### src/sv/smf_pkg.sv
// Package for the sliding window median filter: sample type, window bounds
// and the struct that the core broadcasts to every window cell.
// No dependencies.
package smf_pkg;

   localparam int SAMPLE_W   = 16;
   localparam int WINDOW_DEF = 9;
   localparam int WINDOW_MIN = 3;
   localparam int WINDOW_MAX = 63;

   typedef logic signed [SAMPLE_W-1:0] sample_type;

   // Signals every cell sees in the same cycle.
   typedef struct packed {
      logic       shift;       // a sample transaction is taken this cycle
      logic       leave;       // the oldest sample drops out of a full window
      sample_type new_sample;  // sample entering at the head of the chain
      sample_type oldest;      // sample leaving at the tail of the chain
   } bcast_type;

endpackage

### src/sv/sliding_window_median_filter_core.sv
// Sliding window median filter core: a chain of WINDOW cells, each holding
// one sample and its rank, ranks kept current as samples shift through.
// One sample per cycle while the output is not stalled by rsp_tready.
// The first median follows the WINDOW-th sample after reset; earlier
// samples only fill the chain. Synchronous active-high reset clears the
// fill count and the output valid flags. Depends on smf_pkg and smf_cell.
module sliding_window_median_filter_core #(
   parameter int WINDOW = smf_pkg::WINDOW_DEF
) (
   input  logic                clock,
   input  logic                reset,
   input  logic                req_tvalid,
   output logic                req_tready,
   input  smf_pkg::sample_type req_tdata,   // [15:0] sample
   output logic                rsp_tvalid,
   input  logic                rsp_tready,
   output smf_pkg::sample_type rsp_tdata    // [15:0] median
);
   import smf_pkg::*;

   localparam int RANK_W = $clog2(WINDOW);
   localparam int FILL_W = $clog2(WINDOW + 1);
   localparam int MID    = (WINDOW - 1) / 2;

   logic [FILL_W-1:0] fill_ff, fill_in;
   logic              pend_ff, pend_in;
   logic              rsp_valid_ff, rsp_valid_in;
   sample_type        rsp_data_ff, rsp_data_in;

   bcast_type         bcast;
   logic              accept, full, produce, load;
   logic [RANK_W-1:0] head_rank;
   logic [WINDOW-1:0] hit;
   logic [WINDOW-1:0] le;

   sample_type        val     [WINDOW];
   logic [RANK_W-1:0] rank    [WINDOW];
   logic [RANK_W-1:0] rank_nx [WINDOW];

   assign full    = fill_ff == FILL_W'(WINDOW);
   assign load    = pend_ff && (!rsp_valid_ff || rsp_tready);
   assign req_tready = !pend_ff || load;
   assign accept  = req_tvalid && req_tready;
   assign produce = accept && (fill_ff >= FILL_W'(WINDOW - 1));

   assign bcast.shift      = accept;
   assign bcast.leave      = full;
   assign bcast.new_sample = req_tdata;
   assign bcast.oldest     = val[WINDOW-1];

   // Rank of the new sample: valid samples that stay and are not above it.
   always_comb begin
      head_rank = '0;
      for (int i = 0; i < WINDOW - 1; i++) begin
         if ((FILL_W'(i) < fill_ff) && le[i]) begin
            head_rank = head_rank + RANK_W'(1);
         end
      end
   end

   for (genvar g = 0; g < WINDOW; g++) begin : g_cell
      sample_type        src_val;
      logic [RANK_W-1:0] src_rank;

      if (g == 0) begin : g_head
         assign src_val  = req_tdata;
         assign src_rank = head_rank;
      end else begin : g_link
         assign src_val  = val[g-1];
         assign src_rank = rank_nx[g-1];
      end

      smf_cell #(.RANK_W(RANK_W)) u_cell (
         .clock     (clock),
         .bcast     (bcast),
         .val_in    (src_val),
         .rank_in   (src_rank),
         .val_out   (val[g]),
         .rank_out  (rank[g]),
         .rank_next (rank_nx[g]),
         .le_out    (le[g])
      );

      assign hit[g] = rank[g] == RANK_W'(MID);
   end

   // Once full, ranks are a permutation, so exactly one cell hits.
   always_comb begin
      rsp_data_in = '0;
      for (int i = 0; i < WINDOW; i++) begin
         rsp_data_in = rsp_data_in | (val[i] & {SAMPLE_W{hit[i]}});
      end
   end

   always_comb begin
      fill_in      = (accept && !full) ? fill_ff + FILL_W'(1) : fill_ff;
      pend_in      = produce ? 1'b1 : (load ? 1'b0 : pend_ff);
      rsp_valid_in = load ? 1'b1 : (rsp_tready ? 1'b0 : rsp_valid_ff);
   end

   always_ff @(posedge clock) begin
      if (reset) begin
         fill_ff      <= '0;
         pend_ff      <= 1'b0;
         rsp_valid_ff <= 1'b0;
      end else begin
         fill_ff      <= fill_in;
         pend_ff      <= pend_in;
         rsp_valid_ff <= rsp_valid_in;
      end
   end

   always_ff @(posedge clock) begin
      if (load) begin
         rsp_data_ff <= rsp_data_in;
      end
   end

   assign rsp_tvalid = rsp_valid_ff;
   assign rsp_tdata  = rsp_data_ff;

   a_one_median : assert property (@(posedge clock) disable iff (reset)
      pend_ff |-> $onehot(hit))
      else $error("median rank not held by exactly one cell");

   a_pend_full : assert property (@(posedge clock) disable iff (reset)
      pend_ff |-> full)
      else $error("result pending before the window filled");

   a_load_shows : assert property (@(posedge clock) disable iff (reset)
      load |=> rsp_tvalid)
      else $error("loaded median not presented");

   a_no_overrun : assert property (@(posedge clock) disable iff (reset)
      (pend_ff && !load) |=> pend_ff && $stable(fill_ff))
      else $error("pending median overwritten");

endmodule

### src/sv/smf_cell.sv
// One window cell: holds a sample and its rank within the window and hands
// both, with the rank brought up to date, to the next cell on every shift.
// Depends on smf_pkg.
module smf_cell #(
   parameter int RANK_W = 4
) (
   input  logic                clock,
   input  smf_pkg::bcast_type  bcast,
   input  smf_pkg::sample_type val_in,
   input  logic [RANK_W-1:0]   rank_in,
   output smf_pkg::sample_type val_out,
   output logic [RANK_W-1:0]   rank_out,
   output logic [RANK_W-1:0]   rank_next,
   output logic                le_out
);
   import smf_pkg::*;

   sample_type        val_ff;
   logic [RANK_W-1:0] rank_ff;
   logic              drop_below;
   logic              add_below;

   // Ties are ordered by age, older first. The leaving sample is the oldest,
   // so it ranks below this one when equal; the new one ranks above.
   assign drop_below = bcast.leave && (bcast.oldest <= val_ff);
   assign add_below  = bcast.new_sample < val_ff;

   assign rank_next = rank_ff - {{(RANK_W-1){1'b0}}, drop_below}
                              + {{(RANK_W-1){1'b0}}, add_below};
   assign le_out    = val_ff <= bcast.new_sample;
   assign val_out   = val_ff;
   assign rank_out  = rank_ff;

   always_ff @(posedge clock) begin
      if (bcast.shift) begin
         val_ff  <= val_in;
         rank_ff <= rank_in;
      end
   end

endmodule

### config.mk
export PLATFORM = sky130hd
export DESIGN_NAME = sliding_window_median_filter_core
export DESIGN_NICKNAME = d
export VERILOG_FILES = /design/src/sv/smf_pkg.sv /design/src/sv/sliding_window_median_filter_core.sv /design/src/sv/smf_cell.sv
export SDC_FILE = /design/constraint.sdc
export NUM_CORES = 1
export LEC_CHECK = 0
export BUFFER_PORTS_ARGS = -buffer_cell sky130_fd_sc_hd__buf_2
export CAP_MARGIN = 20
export CORE_ASPECT_RATIO = 1.1
export CORE_UTILIZATION = 66
export CTS_BUF_LIST = sky130_fd_sc_hd__clkbuf_8
export CTS_CLUSTER_DIAMETER = 50
export DETAILED_ROUTE_END_ITERATION = 10
export GPL_TIMING_DRIVEN = 0
export PLACE_DENSITY = 0.84
export REMOVE_ABC_BUFFERS = 1
export SKIP_LAST_GASP = 1
export SLEW_MARGIN = 30
export SYNTH_ARGS = -nofsm -noshare
export SYNTH_HDL_FRONTEND = slang
export SYNTH_SLANG_ARGS = --single-unit
### constraint.sdc
create_clock -name clock -period 9.1 [get_ports clock]
set_input_delay 0 -clock clock [delete_from_list [all_inputs] [get_ports clock]]
set_output_delay 0 -clock clock [all_outputs]
set_load 0.01 [all_outputs]
==> results.md, run 1 <==
* Critical path launch point type: flop
* Asr flop ratio synth at 0%
* Commonest cells post-synth: ha_1 (308), inv_1 (219), edfxtp_1 (196)
* Final Hold Vio Count at 0
* Final ANT Viol Nets at 0
* Worst path required time at 9.38 ns
* Starting density of the core at 67.8%
* Synthesized area at 0.0151 mm²
* Setup Skew at 0.0354 ns
* Overflow after GRT at 0
* Final setup viols at 0
* First DRT Iteration DRCs at 1353
* Worst-Margin Slew at 1.09 ns
* Total CTS buffers at 36
* Vias in the first global route at 11.9k
* Number of flops mapped to enable cells by yosys at 196
* Wirelength per Cell at 24.1 µm
* Cell taking the most area after synthesis: edfxtp_1
* Critical path class: reg -> reg
* Pre-antenna DRT Iters at 6
* Crit end category: flop
* Fin Setup TNS at 0 ns
* RSZ-0062 raised after global routing: no
* Post-DP HPWL at 32100 µm
* Crit path max fanout at 6
* Peak per-stage delay on the critical path at 0.49 ns
* GRT Overall Usage at 37.7%
* H-tree depth at 2
* Fin. max-slew vios at 0
* Die Wd at 146 µm
* Largest net degree at the start of global routing at 55
* Mean post-synth cell area at 10.9 µm²
* Period utilization at 72.5%
* Synth area leaders: edfxtp_1 (39%), ha_1 (26%), inv_1 (5.4%)
* CP arrival at 6.87 ns
* Post-synthesis cell type count at 78
* Final core occ at 74.6%
* Count leader, synth: ha_1
* Final wirelength at 43100 µm
* Routability congestion estimate at 1.02
* Share of layout cells above drive strength 1 at 8.32%
* Die area at 0.0235 mm²
* Clk root buf: clkbuf_8
* Mapped Cells at 1386
* Power per cell area at 170 mW/mm²
* Warnings, synthesis at 0
* Proportion of netlist area held by the largest area contributor at 39.0%
* Area Growth Syn to Fin at 10.0%
* Final min period at 6.60 ns
* VDD IR max at 145 µV
* Status: finished, final reports clean
* Max-cap violation count at 0
* Synth Register Bits at 202
* Nets at 1802
* Routed vias at 11.8k
* Vias per cell at 6.60
* Clk Latency, worst-skew pair at 0.55 ns
* Hold Slack at 0.0707 ns
* CTS tree: done
* P_leak at 7.59 nW
* Relative max-transition margin at 27.3%
* Clock slew at reported path FFs at 0.06 ns
* Standard-cell rows at 57
* Initial antenna violation count at 2
* Seq/Total Area, Yosys at 39.8%
* Type of the worst min-delay path: in -> reg
* CTS resizes at 0
* Io pins at 38
* Clock Path Buffers at 3
* Delay-heaviest family, CP: compound AO/OA/AOI/OAI gates
* CORE AREA at 0.0223 mm²
* Main synth FF type: edfxtp_1
* First-pass GRT wire length at 66400 µm
* CP max-delay cell: o22ai_1
* I/O Buffers at 37
* Post-route DRC at 0
* Fmax at 152 MHz
* Chip Height at 161 µm
* Clock sinks at 202
* Buf/Inv on CP at 4
[sequential cells by signal, summed over array words and instances (netlist names)]
register / flops
g_cell.u_cell.rank_out: 36
rsp_tvalid: 1
rsp_tdata: 16
fill_ff: 4
g_cell.u_cell.val_out: 144
pend_ff: 1
[power breakdown]
group          leakage [nW]  total [W]  switching (W)  internal (W)
Clock                 0.371   0.000852       0.000387      0.000464
Sequential             1.96    0.00123      0.0000722       0.00115
Combinational          5.26   0.000739       0.000427      0.000313
Total                  7.59    0.00282       0.000886       0.00193
[cells in the final DEF, fill, tap and decap left out, types with 4 or more instances in the layout]
cell type | synthesis | layout
o21bai_1 | 5 | 5
nand3_1 | 34 | 34
fa_1 | 8 | 8
nor2b_1 | 29 | 28
xnor2_1 | 26 | 26
a21oi_1 | 75 | 75
xor2_1 | 5 | 5
clkbuf_8 | 0 | 37
a21o_1 | 38 | 38
dfxtp_1 | 6 | 6
a2111o_1 | 4 | 4
inv_1 | 219 | 226
o21a_1 | 53 | 53
o21ai_1 | 8 | 8
o21ai_0 | 29 | 29
a31oi_1 | 7 | 7
nand2_1 | 39 | 39
a22o_1 | 16 | 16
nand4_1 | 55 | 55
nor3_1 | 9 | 9
a22oi_1 | 17 | 17
o211ai_1 | 5 | 5
buf_2 | 0 | 40
nor4_1 | 9 | 9
nand2b_1 | 18 | 18
a221oi_1 | 16 | 16
and3_2 | 0 | 7
a222oi_1 | 16 | 16
dlygate4sd3_1 | 0 | 19
ha_1 | 308 | 308
clkinv_1 | 0 | 11
nor2_1 | 39 | 39
edfxtp_1 | 196 | 196
buf_16 | 0 | 4
[layout make-up]
type	instances	area, µm²
multi-input combinational	944	8200
sequential	202	6010
fill	1496	5650
inverter	219	822
clock buffer	37	509
timing repair buffer	63	500
tap	295	369
clock inverter	26	194
antenna	1	2.50
[kinds of logic (layout without fill, tap and decap cells)]
| group | Yosys count | after routing | share of synthesized area (%) |
|---|---|---|---|
| XOR/XNOR | 34 | 34 | 2.22 |
| other | 0 | 1 | 0 |
| buffers and inverters | 240 | 345 | 6.03 |
| AO/OA/AOI/OAI | 321 | 321 | 15.1 |
| AND/OR/NAND/NOR | 269 | 269 | 9.98 |
| adder cells (fa/ha/maj) | 316 | 316 | 26.6 |
| multiplexers | 4 | 4 | 0.298 |
| flip-flops | 202 | 202 | 39.8 |
[timing repair]
item                                   in CTS  in global routing
endpoints found under the hold margin      22                  0
hold buffers                               19                  0
buffers inserted                            0                  0
[routing by layer]
| metal | up-vias | part of all wire [%] | global-route usage [%] |
|---|---|---|---|
| met1 | 5573 | 39 | 48.9 |
| met4 | 0 | 5.5 | 19.6 |
| met2 | 724 | 45 | 59.2 |
| met3 | 142 | 11 | 8.44 |
| met5 | - | 0 | 0 |
| li1 | 5355 | - | - |
[final timing paths]
check	cells after the start	start	slack, ns	to
worst max register to register	31	g_cell[1].u_cell.val_out[2]	2.50	g_cell[0].u_cell.rank_out[3]
worst min-delay path	2	req_tvalid	0.07	g_cell[5].u_cell.val_out[0]
worst max-delay path	31	g_cell[1].u_cell.val_out[2]	2.50	g_cell[0].u_cell.rank_out[3]
worst min register to register	0	g_cell[6].u_cell.val_out[11]	0.48	g_cell[7].u_cell.val_out[11]
[per-stage QoR]
| step | instances | total power [W] | instance area (µm²) | setup slack (ns) |
|---|---|---|---|---|
| 2_1_floorplan | 1365 | 0.00172 | 15000 | 3.35 |
| 3_3_place_gp | 1697 | 0.00191 | 15600 | 1.87 |
| 3_5_place_dp | 1704 | 0.00195 | 15700 | 2.62 |
| 4_1_cts | 1786 | 0.00280 | 16600 | 2.57 |
| 5_1_grt | 1786 | 0.00295 | 16600 | 1.99 |
| 6_report | 1787 | 0.00282 | 16600 | 2.50 |
[worst reg2reg max path: cells and delay by family, from the launching register on]
| kind | cells | cell delay [ns] |
|---|---|---|
| compound gates | 15 | 3.25 |
| xor+xnor | 3 | 0.70 |
| fa+ha+maj | 4 | 1.20 |
| buf+inv | 4 | 0.38 |
| flops | 1 | 0.42 |
| simple gates | 5 | 0.41 |
(Power assumes the default switching activity.)
==> run 2: changes to the inputs <==
==> constraint.sdc (replaced) <==
create_clock -name clock -period 6.15 [get_ports clock]
set_input_delay 0 -clock clock [delete_from_list [all_inputs] [get_ports clock]]
set_output_delay 0 -clock clock [all_outputs]
set_load 0.01 [all_outputs]
==> run 2 against run 1 <==
Effect of this change:
- first-iteration DRC count about the same
- critical path type unchanged
- via count up 0.16%
- combinational power up 50%
- wire length up 0.69%
==> results.md, run 2 (synthesis gave the netlist of run 1 again) <==
* Power per cell area at 251 mW/mm² (+48%)
* Most frequent cells in the layout: ha_1 (307), inv_1 (225), edfxtp_1 (196), a21oi_1 (72), nand4_1 (55)
* Crit path max fanout at 4 (-2)
* VDD IR max at 218 µV (+50%)
* Final Hold Vio Count at 0 (unchanged)
* Fin Setup TNS at 0 ns (unchanged)
* Vias per cell at 6.58 (-0.23%)
* Placed instance area at 0.0157 mm² (unchanged)
* Pwr Total at 0.00419 W (+49%)
* Die area at 0.0235 mm² (unchanged)
* Critical path class: reg -> reg
* CP arrival at 6.29 ns (-0.58 ns)
* Fmax at 166 MHz (+9.7%)
* P_leak at 7.63 nW (+0.53%)
* Share of layout cells above drive strength 1 at 9.41% (+1.1 points)
* CTS tree: done
* Clk Latency, worst-skew pair at 0.55 ns (about the same)
* Final setup viols at 0 (unchanged)
* Final min period at 6.01 ns (-0.584 ns)
* Critical path launch point type: flop
* H-tree depth at 2 (unchanged)
* Period utilization at 97.8% (+25 points)
* Crit end category: flop
* Clock sinks at 202 (unchanged)
* Routability congestion estimate at 1.02 (unchanged)
* Die Wd at 146 µm (unchanged)
* First DRT Iteration DRCs at 1354 (+0.074%)
* Nets at 1810 (+0.44%)
* Fin. max-slew vios at 0 (unchanged)
* First-pass GRT wire length at 66500 µm (+0.10%)
* CP most frequent cell: o21a_1
* Clk root buf: clkbuf_8
* Io pins at 38 (unchanged)
* Post-route DRC at 0 (unchanged)
* Post-DP HPWL at 32100 µm (unchanged)
* CP max-delay cell: edfxtp_1
* Routed vias at 11.8k (+0.16%)
* Standard-cell rows at 57 (unchanged)
* Setup Skew at 0.0306 ns (-0.00471 ns)
* Largest net degree at the start of global routing at 55 (unchanged)
* I/O Buffers at 37 (unchanged)
* Overflow after GRT at 0 (unchanged)
* Ant diodes at 0 (-1)
* Worst path required time at 6.43 ns (-2.95 ns)
* Total CTS buffers at 36 (unchanged)
* Relative max-transition margin at 25.9% (-1.4 points)
* Max-cap violation count at 0 (unchanged)
* Final wirelength at 43400 µm (+0.69%)
* Peak per-stage delay on the critical path at 0.42 ns (-0.07 ns)
* Worst-Margin Slew at 1.11 ns (+0.0210 ns)
* Dpl ws at -0.329 ns (-2.95 ns)
* Initial antenna violation count at 2 (unchanged)
* Final ANT Viol Nets at 0 (unchanged)
* Clock Path Buffers at 3 (unchanged)
* Status: finished, final reports clean
* Chip Height at 161 µm (unchanged)
* GRT Overall Usage at 37.7% (about the same)
* CORE AREA at 0.0223 mm² (unchanged)
* Wirelength per Cell at 24.2 µm (+0.30%)
* Delay-heaviest family, CP: compound AO/OA/AOI/OAI gates
* Starting density of the core at 67.8% (unchanged)
* Area Growth Syn to Fin at 10.8%
* Type of the worst min-delay path: in -> reg
* Max reg flops at 144 (unchanged)
* Final setup margin at 0.138 ns (-2.37 ns)
* Commonest non-fill, non-tap cell in the layout: ha_1
* Fillers at 1487 (-0.60%)
* Vias in the first global route at 11.9k (+0.076%)
* Clock slew at reported path FFs at 0.06 ns (about the same)
* Buf/Inv on CP at 3 (-1)
* Pre-antenna DRT Iters at 6 (unchanged)
* Finished Cell Area at 0.0167 mm² (+0.67%)
==> run 2: cell types whose count changed in the layout (fill, tap and decap cells not counted), sizes merged <==
cell and change:
buf +8, diode -1
==> run 2: layout make-up <==
class	instances	area, µm²	area share (%)
multi-input cells	944	8250	49.4
flip-flops and latches	202	6010	35.9
inverters	219	822	4.92
repair buffers	71	561	3.35
clock buffers	37	509	3.05
well taps	295	369	2.21
clock inverters	26	194	1.16
==> run 2: power breakdown <==
| group | internal, W | total [W] | leakage, nW | switching (W) |
|---|---|---|---|---|
| combinational | 0.000476 | 0.00111 | 5.30 | 0.000639 |
| sequential | 0.00171 | 0.00181 | 1.96 | 0.000106 |
| clock | 0.000687 | 0.00126 | 0.371 | 0.000575 |
| total | 0.00287 | 0.00419 | 7.63 | 0.00132 |
==> run 2: what timing repair did <==
action	in CTS	in global routing
hold buffers	19	0
gates resized for setup	6	8
setup endpoints to repair	3	3
pin swaps	0	5
hold endpoints to repair	22	0
setup buffers	0	8
==> run 2: path summary, 6_finish.rpt <==
| path | start | endpoint | slack (ns) | cells after the start |
|---|---|---|---|---|
| setup / recovery | g_cell[0].u_cell.val_out[1] | g_cell[0].u_cell.rank_out[1] | 0.14 | 28 |
| hold / removal | req_tvalid | g_cell[5].u_cell.val_out[0] | 0.07 | 2 |
| setup reg to reg | g_cell[0].u_cell.val_out[1] | g_cell[0].u_cell.rank_out[1] | 0.14 | 28 |
| hold reg to reg | g_cell[5].u_cell.val_out[1] | g_cell[6].u_cell.val_out[1] | 0.48 | 0 |
==> run 2: layer usage <==
layer  up-vias  share of wire (%)  track usage, %  routed length, µm
li1       5360                  -               -                  -
met1      5618                 39            49.0              16800
met2       709                 45            59.4              19600
met3       126                 11            8.35               4710
met4         0                5.2            19.4               2260
met5         -                  0               0                  0
==> run 2: through the flow <==
stage	util, %	hold WS (ns)	instances
2_1_floorplan	-	0.0691	1365
3_3_place_gp	69.9	0.221	1697
3_5_place_dp	70.6	0.218	1704
4_1_cts	74.7	0.0692	1786
5_1_grt	75.1	0.0837	1794
6_report	75.1	0.0738	1794
==> run 3: changes to the inputs <==
--- a/config.mk
+++ b/config.mk
@@ -8,12 +8,12 @@
 export BUFFER_PORTS_ARGS = -buffer_cell sky130_fd_sc_hd__buf_2
 export CAP_MARGIN = 20
 export CORE_ASPECT_RATIO = 1.1
-export CORE_UTILIZATION = 66
+export CORE_UTILIZATION = 51
 export CTS_BUF_LIST = sky130_fd_sc_hd__clkbuf_8
 export CTS_CLUSTER_DIAMETER = 50
 export DETAILED_ROUTE_END_ITERATION = 10
 export GPL_TIMING_DRIVEN = 0
-export PLACE_DENSITY = 0.84
+export PLACE_DENSITY = 0.67
 export REMOVE_ABC_BUFFERS = 1
 export SKIP_LAST_GASP = 1
 export SLEW_MARGIN = 30
==> run 3 against run 2 <==
Effect of this change:
- design area rose by 0.27%
- register-to-register slack improved by 0.11 ns
- sequential share of layout area is 0.097 points lower
- fmax grew 1.8%
- power down 0.93%
- the flow now finishes with violations (design-rule violations)
- die area is 29% higher
==> results.md, run 3 (synthesis gave the netlist of run 1 again) <==
* Vias per cell at 6.14 (-6.7%)
* Max-cap violation count at 0 (unchanged)
* I/O Buffers at 37 (unchanged)
* Initial antenna violation count at 0 (-2)
* First-pass GRT wire length at 65300 µm (-1.8%)
* Final core occ at 58.0% (-17 points)
* R2R setup slack at 0.25 ns (+0.11 ns)
* Failing checks: design-rule violations
* Grt met2 use at 47.3% (-12 points)
* P_leak at 7.61 nW (-0.20%)
* Clock Path Buffers at 3 (unchanged)
* Clk Latency, worst-skew pair at 0.56 ns (about the same)
* Vias in the first global route at 11.0k (-7.7%)
* Starting density of the core at 52.3% (-16 points)
* CP max-delay cell: edfxtp_1
* CTS tree: done
* Status: finished, violations left
* Chip Height at 182 µm (+14%)
* First DRT Iteration DRCs at 1224 (-9.6%)
* GRT Overall Usage at 29.1% (-8.6 points)
* Final wirelength at 43500 µm (about the same)
* CP most frequent cell: o21a_1
* H-tree depth at 2 (unchanged)
* Most frequent cells in the layout: ha_1 (307), inv_1 (225), edfxtp_1 (196), a21oi_1 (73), nand4_1 (55)
* Fin. max-slew vios at 0 (unchanged)
* Hold path cells at 2 (unchanged)
* Critical path launch point type: flop
* Area Growth Syn to Fin at 11.1%
* Total CTS buffers at 38 (+5.6%)
* Post-DP HPWL at 32600 µm (+1.7%)
* Clock sinks at 202 (unchanged)
* Power per cell area at 248 mW/mm² (-1.2%)
* Max reg flops at 144 (unchanged)
* VDD IR max at 145 µV (-34%)
* Worst-Margin Slew at 0.922 ns (-0.189 ns)
* Fmax at 169 MHz (+1.8%)
* Final min period at 5.90 ns (-0.107 ns)
* Fin Setup TNS at 0 ns (unchanged)
* Share of layout cells above drive strength 1 at 9.21% (-0.19 points)
* Standard-cell rows at 65 (+14%)
* Clk root buf: clkbuf_8
* Type of the worst min-delay path: in -> reg
* Met1 Use GR at 38.8% (-10 points)
* Largest net degree at the start of global routing at 53 (-3.6%)
* Period utilization at 96.0% (-1.7 points)
* Ant diodes at 0 (unchanged)
* Fin cells at 1866 (+4.0%)
* Routability congestion estimate at 0.955 (-6.0%)
* Depth of the most critical reg-to-reg path at 29 (+3.6%)
* Met3 Track Usage GR at 4.62% (-3.7 points)
* Relative max-transition margin at 37.5% (+12 points)
* Peak per-stage delay on the critical path at 0.46 ns (+0.04 ns)
* Crit end category: flop
* Die Wd at 166 µm (+14%)
* Commonest non-fill, non-tap cell in the layout: ha_1
* Overflow after GRT at 0 (unchanged)
* Worst path required time at 6.44 ns (about the same)
* CORE AREA at 0.0289 mm² (+30%)
* Post-route DRC at 4 (+4)
* Pre-antenna DRT Iters at 8 (+2)
* Nets at 1810 (unchanged)
* Critical path class: reg -> reg
* Wirelength per Cell at 23.3 µm (-3.8%)
* Fillers at 2405 (+62%)
* Routed vias at 11.5k (-3.0%)
* RSZ-0062 raised after global routing: no
* Placed cells at 1777 (+4.3%)
* Final setup viols at 0 (unchanged)
* GRT busiest layer: met2
* Io pins at 38 (unchanged)
* Final ANT Viol Nets at 0 (unchanged)
* Setup Skew at 0.0252 ns (-0.00547 ns)
* Crit path max fanout at 4 (unchanged)
* Clock slew at reported path FFs at 0.06 ns (about the same)
* Die area at 0.0303 mm² (+29%)
* Final Hold Vio Count at 0 (unchanged)
* CP arrival at 6.20 ns (-0.09 ns)
## run 3: changes by cell type in the layout (fill, tap and decap cells not counted), sizes merged
| cell | previous run | this run |
|---|---|---|
| buf | 52 | 50 |
| clkbuf | 37 | 39 |
| bufinv | 3 | 2 |
| inv | 226 | 225 |
| clkinvlp | 3 | 2 |
| clkinv | 13 | 15 |
## run 3: worst paths after layout
check / to / start
hold reg to reg: g_cell[2].u_cell.val_out[15] / g_cell[1].u_cell.val_out[15]
setup / recovery: g_cell[0].u_cell.rank_out[1] / g_cell[0].u_cell.val_out[1]
setup reg to reg: g_cell[0].u_cell.rank_out[1] / g_cell[0].u_cell.val_out[1]
hold / removal: g_cell[5].u_cell.val_out[0] / req_tvalid
## run 3: layout make-up
type	count	area [µm²]	area share, %
clock buffer	39	537	3.20
clock inverter	25	158	0.941
inverter	219	822	4.91
multi-input combinational	944	8240	49.2
sequential	202	6010	35.8
tap	368	460	2.75
timing repair buffer	69	538	3.21
## run 3: critical path, delay by kind of cell (launching register included)
kind	cells	cell delay [ns]
adder cells (fa/ha/maj)	5	1.50
AO/OA/AOI/OAI	15	2.57
buffers and inverters	3	0.29
AND/OR/NAND/NOR	4	0.31
flip-flops	1	0.46
multiplexers	2	0.52
## run 3: layer usage
layer / share of wire, % / vias to the layer above
li1: - / 5357
met1: 43 / 5555
met2: 46 / 461
met3: 7.0 / 88
met4: 3.8 / 0
met5: 0 / -
## run 3: stage by stage
| step | total power (W) | hold WS [ns] | cell area, µm² | worst slack, ns |
|---|---|---|---|---|
| 2_1_floorplan | 0.00254 | 0.0691 | 15000 | 0.398 |
| 3_3_place_gp | 0.00285 | 0.244 | 15600 | -1.30 |
| 3_5_place_dp | 0.00289 | 0.246 | 15800 | -0.255 |
| 4_1_cts | 0.00415 | 0.0972 | 16700 | 0.0351 |
| 5_1_grt | 0.00437 | 0.130 | 16800 | 0.00319 |
| 6_report | 0.00415 | 0.115 | 16800 | 0.245 |
## run 3: power breakdown
| part | leakage (nW) | internal [W] | total (W) | switching (W) |
|---|---|---|---|---|
| Clock | 0.371 | 0.000670 | 0.00125 | 0.000582 |
| Combinational | 5.28 | 0.000468 | 0.00109 | 0.000619 |
| Sequential | 1.96 | 0.00171 | 0.00181 | 0.000105 |
| Total | 7.61 | 0.00284 | 0.00415 | 0.00131 |
## run 3: what timing repair did
action,in CTS,in global routing
hold buffers,19,0
buffers inserted,0,6
resized for setup,4,4
pin swaps,0,4
endpoints found under the hold margin,22,0
endpoints found under the setup margin,3,3
gates cloned,0,0
